File: src/rtl/csm_pkg.sv
// Shared types, codes and step functions for the clock setting menu controller.
package csm_pkg;

    // Menu mode codes
    localparam logic [1:0] MODE_SHOW   = 2'd0;
    localparam logic [1:0] MODE_CHOOSE = 2'd1;
    localparam logic [1:0] MODE_ADJUST = 2'd2;
    localparam logic [1:0] MODE_UNUSED = 2'd3;

    // Selectable item codes
    localparam logic [2:0] ITEM_HOUR     = 3'd0;
    localparam logic [2:0] ITEM_MINUTE   = 3'd1;
    localparam logic [2:0] ITEM_AL_HOUR  = 3'd2;
    localparam logic [2:0] ITEM_AL_MIN   = 3'd3;
    localparam logic [2:0] ITEM_AL_EN    = 3'd4;

    // Value limits
    localparam logic [4:0] HOUR_LAST   = 5'd23;
    localparam logic [5:0] MINUTE_LAST = 6'd59;

    // Long press threshold after reset
    localparam logic [7:0] LONG_PRESS_RESET = 8'd40;

    // Button state after one tick, before any menu-driven clear
    typedef struct packed {
        logic plus;
        logic minus;
        logic plus_long;
        logic minus_long;
    } t_btn;

    // One result request
    typedef struct packed {
        logic [1:0] mode;
        logic [2:0] item;
        logic [4:0] hour;
        logic [5:0] minute;
        logic [4:0] alarm_hour;
        logic [5:0] alarm_minute;
        logic       alarm_on;
        logic       save;
    } t_result;

    // Step the selected item up, wrapping over five entries
    function automatic logic [2:0] item_inc(input logic [2:0] v);
        return (v == ITEM_AL_EN) ? ITEM_HOUR : v + 3'd1;
    endfunction

    // Step the selected item down, wrapping over five entries
    function automatic logic [2:0] item_dec(input logic [2:0] v);
        return (v == ITEM_HOUR) ? ITEM_AL_EN : v - 3'd1;
    endfunction

    // Step an hour value up or down, wrapping at 24
    function automatic logic [4:0] hour_step(input logic [4:0] v, input logic up);
        if (up) begin
            return (v >= HOUR_LAST) ? 5'd0 : v + 5'd1;
        end
        return (v == 5'd0 || v > HOUR_LAST) ? HOUR_LAST : v - 5'd1;
    endfunction

    // Step a minute value up or down, wrapping at 60
    function automatic logic [5:0] minute_step(input logic [5:0] v, input logic up);
        if (up) begin
            return (v >= MINUTE_LAST) ? 6'd0 : v + 6'd1;
        end
        return (v == 6'd0 || v > MINUTE_LAST) ? MINUTE_LAST : v - 6'd1;
    endfunction

endpackage

File: src/rtl/csm_buttons.sv
// Press timer, previous levels and long-press flags for the plus and minus buttons.
module csm_buttons (
    input  logic              i_clk,
    input  logic              i_rst_n,
    input  logic              i_adv,
    input  logic              i_plus,
    input  logic              i_minus,
    input  logic [7:0]        i_threshold,
    input  logic              i_clear,
    output csm_pkg::t_btn     o_btn
);
    import csm_pkg::*;

    logic [7:0] r_timer;
    logic       r_plus_prev;
    logic       r_minus_prev;
    logic       r_plus_long;
    logic       r_minus_long;

    logic [7:0] inc_timer;
    logic [7:0] plus_timer;
    logic [7:0] n_timer;
    logic       n_plus_long;
    logic       n_minus_long;

    // Advance the timer and evaluate plus first, then minus
    always_comb begin
        inc_timer  = (r_timer == 8'hFF) ? r_timer : r_timer + 8'd1;
        plus_timer = (i_plus && !r_plus_prev) ? 8'd0 : inc_timer;

        n_plus_long = r_plus_long;
        if (!i_plus && r_plus_prev) begin
            n_plus_long = 1'b0;
        end
        if (i_plus && (plus_timer > i_threshold)) begin
            n_plus_long = 1'b1;
        end

        n_timer = (i_minus && !r_minus_prev) ? 8'd0 : plus_timer;

        n_minus_long = r_minus_long;
        if (!i_minus && r_minus_prev) begin
            n_minus_long = 1'b0;
        end
        if (i_minus && (n_timer > i_threshold)) begin
            n_minus_long = 1'b1;
        end
    end

    assign o_btn.plus       = i_plus;
    assign o_btn.minus      = i_minus;
    assign o_btn.plus_long  = n_plus_long;
    assign o_btn.minus_long = n_minus_long;

    // Hold button state; drop levels and flags on a mode change, keep the timer
    always_ff @(posedge i_clk) begin
        if (!i_rst_n) begin
            r_timer      <= 8'd0;
            r_plus_prev  <= 1'b0;
            r_minus_prev <= 1'b0;
            r_plus_long  <= 1'b0;
            r_minus_long <= 1'b0;
        end else if (i_adv) begin
            r_timer      <= n_timer;
            r_plus_prev  <= i_clear ? 1'b0 : i_plus;
            r_minus_prev <= i_clear ? 1'b0 : i_minus;
            r_plus_long  <= i_clear ? 1'b0 : n_plus_long;
            r_minus_long <= i_clear ? 1'b0 : n_minus_long;
        end
    end

endmodule

File: src/rtl/csm_menu.sv
// Three-mode menu: item selection, value adjustment and save strobe.
module csm_menu (
    input  logic              i_clk,
    input  logic              i_rst_n,
    input  logic              i_adv,
    input  csm_pkg::t_btn     i_btn,
    output logic              o_clear,
    output csm_pkg::t_result  o_res
);
    import csm_pkg::*;

    logic [1:0] r_mode;
    logic [2:0] r_item;
    logic [4:0] r_hour;
    logic [5:0] r_minute;
    logic [4:0] r_alarm_hour;
    logic [5:0] r_alarm_minute;
    logic       r_alarm_on;

    logic [1:0] n_mode;
    logic [2:0] n_item;
    logic [4:0] n_hour;
    logic [5:0] n_minute;
    logic [4:0] n_alarm_hour;
    logic [5:0] n_alarm_minute;
    logic       n_alarm_on;
    logic       n_save;
    logic       n_clear;

    // Work out the next menu state for one tick
    always_comb begin
        n_mode         = r_mode;
        n_item         = r_item;
        n_hour         = r_hour;
        n_minute       = r_minute;
        n_alarm_hour   = r_alarm_hour;
        n_alarm_minute = r_alarm_minute;
        n_alarm_on     = r_alarm_on;
        n_save         = 1'b0;
        n_clear        = 1'b0;

        unique case (r_mode)
            MODE_CHOOSE: begin
                if (i_btn.plus && !i_btn.minus) begin
                    n_item = item_inc(r_item);
                end else if (i_btn.minus && !i_btn.plus) begin
                    n_item = item_dec(r_item);
                end
                if (i_btn.plus_long && i_btn.minus_long) begin
                    n_mode  = MODE_SHOW;
                    n_clear = 1'b1;
                end else if (i_btn.plus_long || i_btn.minus_long) begin
                    n_mode  = MODE_ADJUST;
                    n_clear = 1'b1;
                end
            end
            MODE_ADJUST: begin
                if (i_btn.plus || i_btn.minus) begin
                    unique case (r_item)
                        ITEM_HOUR:    n_hour         = hour_step(r_hour, i_btn.plus);
                        ITEM_MINUTE:  n_minute       = minute_step(r_minute, i_btn.plus);
                        ITEM_AL_HOUR: n_alarm_hour   = hour_step(r_alarm_hour, i_btn.plus);
                        ITEM_AL_MIN:  n_alarm_minute = minute_step(r_alarm_minute,
                                                                   i_btn.plus);
                        default:      n_alarm_on     = ~r_alarm_on;
                    endcase
                end
                if (i_btn.plus_long || i_btn.minus_long) begin
                    n_save  = 1'b1;
                    n_mode  = MODE_CHOOSE;
                    n_clear = 1'b1;
                end
            end
            default: begin
                // show time, and the unused code acts the same
                n_mode = MODE_SHOW;
                if (i_btn.plus_long && i_btn.minus_long) begin
                    n_mode  = MODE_CHOOSE;
                    n_clear = 1'b1;
                end
            end
        endcase
    end

    assign o_clear            = n_clear;
    assign o_res.mode         = n_mode;
    assign o_res.item         = n_item;
    assign o_res.hour         = n_hour;
    assign o_res.minute       = n_minute;
    assign o_res.alarm_hour   = n_alarm_hour;
    assign o_res.alarm_minute = n_alarm_minute;
    assign o_res.alarm_on     = n_alarm_on;
    assign o_res.save         = n_save;

    // Advance the menu state once per tick
    always_ff @(posedge i_clk) begin
        if (!i_rst_n) begin
            r_mode         <= MODE_SHOW;
            r_item         <= ITEM_HOUR;
            r_hour         <= 5'd0;
            r_minute       <= 6'd0;
            r_alarm_hour   <= 5'd0;
            r_alarm_minute <= 6'd0;
            r_alarm_on     <= 1'b0;
        end else if (i_adv) begin
            r_mode         <= n_mode;
            r_item         <= n_item;
            r_hour         <= n_hour;
            r_minute       <= n_minute;
            r_alarm_hour   <= n_alarm_hour;
            r_alarm_minute <= n_alarm_minute;
            r_alarm_on     <= n_alarm_on;
        end
    end

endmodule

File: src/rtl/clock_setting_menu_controller.sv
// A tick request is captured in the input register, passes through the button and menu
// logic and is held as a result request in the output register until it is taken.
// Throughput: one tick per cycle while the output side does not stall.
// While the output side stalls, the input register takes one more request, then stalls.
// Reset (synchronous, active low): menu shows time, all values, flags and timer zero,
// long press threshold 40.
module clock_setting_menu_controller (
    input  logic       i_clk,
    input  logic       i_rst_n,
    input  logic       i_valid,
    output logic       o_stall,
    input  logic       i_plus_pressed,
    input  logic       i_minus_pressed,
    output logic       o_valid,
    input  logic       i_stall,
    output logic [1:0] o_menu_mode,
    output logic [2:0] o_selected_item,
    output logic [4:0] o_hour_value,
    output logic [5:0] o_minute_value,
    output logic [4:0] o_alarm_hour_value,
    output logic [5:0] o_alarm_minute_value,
    output logic       o_alarm_on,
    output logic       o_save_strobe,
    input  logic       i_cfg_we,
    input  logic [7:0] i_cfg_wdata
);
    import csm_pkg::*;

    logic [7:0] r_threshold;
    logic       r_in_valid;
    logic       r_in_plus;
    logic       r_in_minus;
    logic       r_out_valid;
    t_result    r_res;

    logic       out_free;
    logic       adv;
    logic       in_load;
    logic       clear;
    t_btn       btn;
    t_result    res;

    // Handshake between the input register and the output register
    assign out_free = !r_out_valid || !i_stall;
    assign adv      = r_in_valid && out_free;
    assign o_stall  = r_in_valid && !out_free;
    assign in_load  = i_valid && !o_stall;

    // Hold the long press threshold
    always_ff @(posedge i_clk) begin
        if (!i_rst_n) begin
            r_threshold <= LONG_PRESS_RESET;
        end else if (i_cfg_we) begin
            r_threshold <= i_cfg_wdata;
        end
    end

    // Capture the incoming tick request
    always_ff @(posedge i_clk) begin
        if (!i_rst_n) begin
            r_in_valid <= 1'b0;
        end else if (in_load) begin
            r_in_valid <= 1'b1;
        end else if (adv) begin
            r_in_valid <= 1'b0;
        end
    end

    always_ff @(posedge i_clk) begin
        if (in_load) begin
            r_in_plus  <= i_plus_pressed;
            r_in_minus <= i_minus_pressed;
        end
    end

    csm_buttons u_buttons (
        .i_clk       (i_clk),
        .i_rst_n     (i_rst_n),
        .i_adv       (adv),
        .i_plus      (r_in_plus),
        .i_minus     (r_in_minus),
        .i_threshold (r_threshold),
        .i_clear     (clear),
        .o_btn       (btn)
    );

    csm_menu u_menu (
        .i_clk   (i_clk),
        .i_rst_n (i_rst_n),
        .i_adv   (adv),
        .i_btn   (btn),
        .o_clear (clear),
        .o_res   (res)
    );

    // Hold the result request until the output side takes it
    always_ff @(posedge i_clk) begin
        if (!i_rst_n) begin
            r_out_valid <= 1'b0;
        end else if (adv) begin
            r_out_valid <= 1'b1;
        end else if (!i_stall) begin
            r_out_valid <= 1'b0;
        end
    end

    always_ff @(posedge i_clk) begin
        if (adv) begin
            r_res <= res;
        end
    end

    assign o_valid              = r_out_valid;
    assign o_menu_mode          = r_res.mode;
    assign o_selected_item      = r_res.item;
    assign o_hour_value         = r_res.hour;
    assign o_minute_value       = r_res.minute;
    assign o_alarm_hour_value   = r_res.alarm_hour;
    assign o_alarm_minute_value = r_res.alarm_minute;
    assign o_alarm_on           = r_res.alarm_on;
    assign o_save_strobe        = r_res.save;

`ifndef NO_ASSERTIONS
    // A save only happens on the way back to choosing a parameter
    a_save_mode: assert property (@(posedge i_clk) disable iff (!i_rst_n)
        (o_valid && o_save_strobe) |-> (o_menu_mode == MODE_CHOOSE))
        else $error("save strobe outside the return to choose mode");

    // Mode code three never leaves the block
    a_mode_range: assert property (@(posedge i_clk) disable iff (!i_rst_n)
        o_valid |-> (o_menu_mode != MODE_UNUSED))
        else $error("unused menu mode code on output");

    // Item and values stay in range
    a_value_range: assert property (@(posedge i_clk) disable iff (!i_rst_n)
        o_valid |-> ((o_selected_item <= ITEM_AL_EN) && (o_hour_value <= HOUR_LAST)
            && (o_minute_value <= MINUTE_LAST) && (o_alarm_hour_value <= HOUR_LAST)
            && (o_alarm_minute_value <= MINUTE_LAST)))
        else $error("result field out of range");

    // A pending input request is moved on whenever the output register frees up
    a_in_drain: assert property (@(posedge i_clk) disable iff (!i_rst_n)
        (r_in_valid && out_free && !in_load) |=> !r_in_valid)
        else $error("input request not moved to output register");
`endif

endmodule

File: config.mk
export PLATFORM = sky130hd
export DESIGN_NAME = clock_setting_menu_controller
export DESIGN_NICKNAME = d
export VERILOG_FILES = /design/src/rtl/csm_pkg.sv /design/src/rtl/csm_buttons.sv /design/src/rtl/csm_menu.sv /design/src/rtl/clock_setting_menu_controller.sv
export SDC_FILE = /design/constraint.sdc
export NUM_CORES = 1
export LEC_CHECK = 0
export ABC_AREA = 0
export BUFFER_PORTS_ARGS = -buffer_cell sky130_fd_sc_hd__buf_2
export CAP_MARGIN = 20
export CORE_AREA = 2 2 111 113
export CTS_CLUSTER_DIAMETER = 80
export CTS_CLUSTER_SIZE = 8
export DETAILED_ROUTE_END_ITERATION = 12
export DIE_AREA = 0 0 113 115
export GPL_ROUTABILITY_DRIVEN = 0
export PLACE_DENSITY = 0.66
export SYNTH_ARGS = -nofsm -noshare
export SYNTH_HDL_FRONTEND = slang
export SYNTH_SLANG_ARGS = --single-unit
File: constraint.sdc
create_clock -name i_clk -period 3.1 [get_ports i_clk]
set_input_delay 0.465 -clock i_clk [delete_from_list [all_inputs] [get_ports i_clk]]
set_output_delay 0.465 -clock i_clk [all_outputs]
set_load 0.005 [all_outputs]
==> Word-level counts from Yosys, hierarchy flattened <==
Index checks and enable logic that the tools add are counted.
{ "totals": {"in_bits": 15, "out_inout_bits": 31, "wordCells": 162, "reg_bits": 81} }
{ "op_classes": {"mux": 73, "bitwise": 1, "eq_ne": 8, "order_cmp": 10, "reduce_logical": 34, "add_sub_neg": 11} }
{ "ops": {"columns": ["op", "count"], "rows": [
  ["6-bit 2-to-1 mux", 14],
  ["5-bit 2-to-1 mux", 14],
  ["1-bit 2-to-1 mux", 32],
  ["8-bit 2-to-1 mux", 3],
  ["8-bit > comparator", 2],
  ["3-bit 2-to-1 mux", 5],
  ["6-bit by 1-bit adder with 6-bit output (second input constant)", 2],
  ["6-bit >= comparator (second input constant)", 2],
  ["6-bit > comparator (second input constant)", 2],
  ["1-bit logical AND", 12],
  ["6-bit logical NOT", 2],
  ["6-bit by 1-bit subtractor with 6-bit output (second input constant)", 2],
  ["5-bit by 1-bit adder with 5-bit output (second input constant)", 2],
  ["5-bit >= comparator (second input constant)", 2],
  ["5-bit > comparator (second input constant)", 2],
  ["5-bit logical NOT", 2],
  ["5-bit by 1-bit subtractor with 5-bit output (second input constant)", 2],
  ["8-bit by 1-bit adder with 8-bit output (second input constant)", 1],
  ["8-bit == test (second input constant)", 1],
  ["1-bit logical NOT", 8],
  ["1-bit logical OR", 7],
  ["3-bit by 2-bit == test with 1-bit output (second input constant)", 2],
  ["2-bit 2-to-1 mux", 3],
  ["2-bit one-hot mux with 2 select lines", 1],
  ["12 further kinds", 12]
]} }

==> Depth between registers and ports, before layout <==
{ "depth": {"depth_word": 12, "mapped_depth": 13, "ltp_nobuf": 12} }

==> Hierarchy <==
Synthesis repeated with hierarchy kept, for this count alone.
{ "hier_totals": {"cells_unflattened": 631, "hier_area_um2": 5546.6} }
{ "modules_own_cells": {"columns": ["mod", "cells_per_inst", "instances", "area_each_um2", "seq_area_each_um2"], "rows": [
  ["csm_menu", 396, 1, 2897.8, 560.5],
  ["csm_buttons", 170, 1, 1337.5, 240.2],
  ["clock_setting_menu_controller", 65, 1, 1311.3, 1131.1]
]} }

==> Worst setup path after synthesis <==
No wires, ideal clock.
{ "synth_path": {"kind": "reg-to-reg", "start": "reg u_buttons.r_timer[0]", "end": "reg r_res, in the netlist o_menu_mode[1], data pin", "synth_period_minus_slack_ps": 2841, "slack_ps": 259, "required_ps": 2839, "setup_ps": 261, "arrival_time_ps": 2581, "path_buffers": 1, "path_stages_with_launch": 14, "path_cell_list": "dfxtp_1 > ha_1 > clkbuf_1 > nand4_2 > nand4_1 > xor2_1 > nor2_1 > ha_1 > nand4_1 > o21ai_0 > nand2_1 > o21ai_1 > xnor2_1 > o21ai_0"} }
{ "synth_lines": {"columns": ["element", "line_no", "source"], "rows": [
  ["start: declaration", "csm_buttons.sv:14", "logic [7:0] r_timer;"],
  ["start signal: assignment", "csm_buttons.sv:64", "r_timer <= n_timer;"],
  ["end signal: assignment", "clock_setting_menu_controller.sv:109", "r_res <= res;"],
  ["end: declaration", "clock_setting_menu_controller.sv:34", "t_result r_res;"]
]} }

==> Worst setup path in the final report <==
{ "layout_path": {"start": "reg u_buttons.r_timer[4]", "end": "reg u_buttons.r_minus_long"} }
{ "layout_between": {"elab_chain_cells": 12, "word_cells_on_any_way": 18, "cone_classes": "add/sub: 1; order compare: 2; eq/ne: 1; mux: 10; reduce/logical: 4"} }
{ "layout_rtl": {"columns": ["element", "line_no", "source"], "rows": [
  ["8-bit by 1-bit adder with 8-bit output / 8-bit == test (equally long branches)", "csm_buttons.sv:28", "inc_timer = (r_timer == 8'hFF) ? r_timer : r_timer + 8'd1;"],
  ["8-bit 2-to-1 mux (*)", "csm_buttons.sv:28", null],
  ["8-bit 2-to-1 mux (*)", "csm_buttons.sv:29", "plus_timer = (i_plus && !r_plus_prev) ? 8'd0 : inc_timer;"],
  ["8-bit 2-to-1 mux", "csm_buttons.sv:39", "n_timer = (i_minus && !r_minus_prev) ? 8'd0 : plus_timer;"],
  ["8-bit > comparator", "csm_buttons.sv:45", "if (i_minus && (n_timer > i_threshold)) begin"],
  ["1-bit logical AND", "csm_buttons.sv:45", null],
  ["1-bit 2-to-1 mux", "csm_buttons.sv:45", null],
  ["1-bit logical OR", "csm_menu.sv:52, csm_menu.sv:68", null],
  ["1-bit 2-to-1 mux", "csm_menu.sv:52, csm_menu.sv:68", null],
  ["1-bit 2-to-1 mux", "csm_menu.sv:49", "if (i_btn.plus_long && i_btn.minus_long) begin"],
  ["1-bit one-hot mux with 2 select lines", "csm_menu.sv:42", "unique case (r_mode)"],
  ["1-bit 2-to-1 mux (*)", "csm_buttons.sv:68", "r_minus_long <= i_clear ? 1'b0 : n_minus_long;"],
  ["end signal: assignment", "csm_buttons.sv:68", null],
  ["end: declaration", "csm_buttons.sv:18", "logic r_minus_long;"]
]} }
Mark *: on every way between the ends. The rest lies on a longest branch, timed or not.
A chain may end at the register's enable or synchronous reset.

==> impl_metrics.env <==
export IMPL_status="finished, violations left"
export IMPL_violations="design-rule violations"
export IMPL_clock_latency_ns=0.34
export IMPL_hpwl_um=8600
export IMPL_drtIter0Drc=319
export IMPL_die_x_um=113
export IMPL_grt_max_degree=43
export IMPL_crit_family="compound AO/OA/AOI/OAI gates"
export IMPL_synth_xor_area_frac=0.0101
export IMPL_synth_compound_area_frac=0.262
export IMPL_start_util=0.442
export IMPL_utilization=0.500
export IMPL_path_clk_slew_ns=0.06
export IMPL_drv_slew=0
export IMPL_antenna_found_initial=0
export IMPL_holdCritPathClass="input pin to register"
export IMPL_mappedNetlistArea_um2=5230
export IMPL_wl_per_cell_um=15.9
export IMPL_grt_pass1_wl_um=20800
export IMPL_vdd_drop_max_mv=0.214
export IMPL_grt_pass1_vias=4310
export IMPL_synth_top_cell_area_share=0.192
export IMPL_critPathMaxFanout=5
export IMPL_synth_nets=670
export IMPL_layout_commonest_cell="nand2_1"
export IMPL_routed_wl_um=12800
export IMPL_maxSlewHeadroom=0.639
export IMPL_synth_adder_area_share=0.0862
export IMPL_power_density_nw_per_um2=435
export IMPL_maxCapViolations=0
export IMPL_critical_path_slowest_cell="dfxtp_1"
export IMPL_ys_ff_latch=81
export IMPL_cts_tree="done"
export IMPL_syn_inst=619
export IMPL_synth_simple_area_share=0.196
export IMPL_required_ns=3.39
export IMPL_max_freq_ghz=0.343
export IMPL_io_pins=46
export IMPL_final_min_period_over_clock_period=0.939
export IMPL_fin_crit_ns=2.91
export IMPL_hold_viol=0
export IMPL_vias_per_cell=6.00
export IMPL_dpl_cell_area_um2=5550
export IMPL_synthArstFlopShare=0
export IMPL_finalSetupViolCount=0
export IMPL_num_antenna_cells=0
export IMPL_drive_gt1_frac=0.147
export IMPL_std_cell_rows=40
export IMPL_die_area_um2=13000
export IMPL_cts_root_buffer="clkbuf_16"
export IMPL_max_stage_delay_ns=0.39
export IMPL_p_leak_uw=0.00226
export IMPL_ys_seq_area_frac=0.370
export IMPL_drc=4
export IMPL_stdcell_area_um2=5900
export IMPL_coreArea_um2=11800
export IMPL_dr_pass1_iters=9
export IMPL_final_cell_mix="nand2_1 (74), o21ai_0 (58), a21oi_1 (51), dfxtp_1 (49), nor2_1 (48)"
export IMPL_fin_nets=704
export IMPL_yosys_area_top_type="dfxtp_1"
export IMPL_synthTopCellsByArea="dfxtp_1 (19%), edfxtp_1 (18%), ha_1 (8.6%)"
export IMPL_ys_flop_type="dfxtp_1"
export IMPL_end_kind="register"
export IMPL_grt_use_total=0.197
export IMPL_stdcell_count=805
export IMPL_syn_area_per_cell_um2=8.44
export IMPL_htreeDepth=3
export IMPL_synth_distinct_cells=77
export IMPL_cts_buffer_depth=2
export IMPL_arrival_ns=3.20
export IMPL_num_vias=4830
export IMPL_startpoint_type="register"
export IMPL_skew_ns=0.00420
export IMPL_cp_num_buf_inv=0
export IMPL_worst_pin_slew_ns=0.536
export IMPL_synthToLayoutAreaGrowth_pct=13.0
export IMPL_crit_type="register to register"
export IMPL_synth_top_family_by_area="compound AO/OA/AOI/OAI gates"
export IMPL_overflow=0
export IMPL_placedCellCount=786
export IMPL_synth_edf_count=31
export IMPL_postRouteAntennaNets=0
export IMPL_cts_sink_count=81
export IMPL_synthMuxAreaShare=0.0172
export IMPL_fill_cells=1119
export IMPL_hold_ws_ns=0.298
export IMPL_crit_chain="and4_2 > and4_4 > nor2_1 > a211oi_1 > ha_1 > a211oi_1 > o21ai_1 > o21a_1 > a2111oi_1 > o21a_1"
export IMPL_setup_tns_final_ns=0
export IMPL_fp_dieH_um=115
export IMPL_cts_buffers=9
export IMPL_synth_warnings=0
export IMPL_port_buffers=45
-- logic make-up (layout without fill, tap and decap cells) --
family	after synthesis	in the layout
and+or+nand+nor	211	211
xor gates and xnor gates	6	6
adders and majority gates	36	36
muxes	9	9
DFF	81	81
AOI/OAI and AO/OA	209	210
buffers and inverters	67	105
-- Yosys cell counts (11+ instances only) --
library cell	number
dfxtp_1	50
inv_1	28
a31oi_1	11
nand3_1	17
nand2_1	74
nor2_1	48
o211ai_1	11
nand4_1	11
clkbuf_1	18
edfxtp_1	31
ha_1	36
buf_2	12
a21oi_1	52
o21ai_0	60
-- final cells by class --
class,count,area (um2),share of cell area
multi-input combinational,472,3020,0.511
sequential,81,1930,0.327
timing repair buffer,59,343,0.0581
clock buffer,13,250,0.0424
tap,147,184,0.0312
clock inverter,3,65.1,0.0110
inverter,30,113,0.0191
-- path summary, 6_finish.rpt --
kind	to	depth (start not counted)	slack [ns]	from
setup / recovery	u_buttons.r_minus_long$_SDFFE_PN0P_	10	0.19	u_buttons.r_timer[4]$_SDFFE_PN0P_
hold / removal	r_in_minus$_DFFE_PP_	1	0.30	i_minus_pressed
setup reg to reg	u_buttons.r_minus_long$_SDFFE_PN0P_	10	0.19	u_buttons.r_timer[4]$_SDFFE_PN0P_
hold reg to reg	r_threshold[6]$_SDFFE_PN0P_	2	0.50	r_threshold[6]$_SDFFE_PN0P_
-- layer usage --
| metal | track usage | share of wire |
|---|---|---|
| met1 | 0.261 | 0.45 |
| met2 | 0.316 | 0.47 |
| met3 | 0.0490 | 0.058 |
| met4 | 0.0667 | 0.019 |
| met5 | 0 | 0 |
-- what timing repair did --
action,4_1_cts,5_1_grt
buffers inserted,0,2
resized for setup,0,9
hold endpoints to repair,0,0
endpoints found under the setup margin,0,9
hold buffers,0,0
-- report_power, final --
| part | internal [uW] | switching (uW) |
|---|---|---|
| combinational | 97.6 | 167 |
| sequential | 1140 | 24.6 |
| clock | 727 | 411 |
| total | 1960 | 603 |
-- worst register-to-register path, delay by kind of cell (launching register included) --
family | cells | cell delay, ns
adders and majority gates | 1 | 0.32
and+or+nand+nor | 3 | 0.66
DFF | 1 | 0.39
AOI/OAI and AO/OA | 6 | 1.49
-- registers in the layout, indices dropped and copies added (netlist names), 2 cells and up --
name / flops
r_threshold: 8
u_buttons.r_timer: 8
o_alarm_minute_value: 6
o_minute_value: 6
u_menu.r_alarm_minute: 6
u_menu.r_minute: 6
o_alarm_hour_value: 5
o_hour_value: 5
u_menu.r_alarm_hour: 5
u_menu.r_hour: 5
o_selected_item: 3
u_menu.r_item: 3
o_menu_mode: 2
u_menu.r_mode: 2
-- through the flow --
stage	setup WS [ns]	power, uW
finish	0.189	2570
global route	-0.0219	2670
floorplan	0.259	1360
global placement	0.178	1440
CTS	0.0137	2590
detailed placement	0.0476	1440
Note: power is estimated with default switching activity, not from simulation.
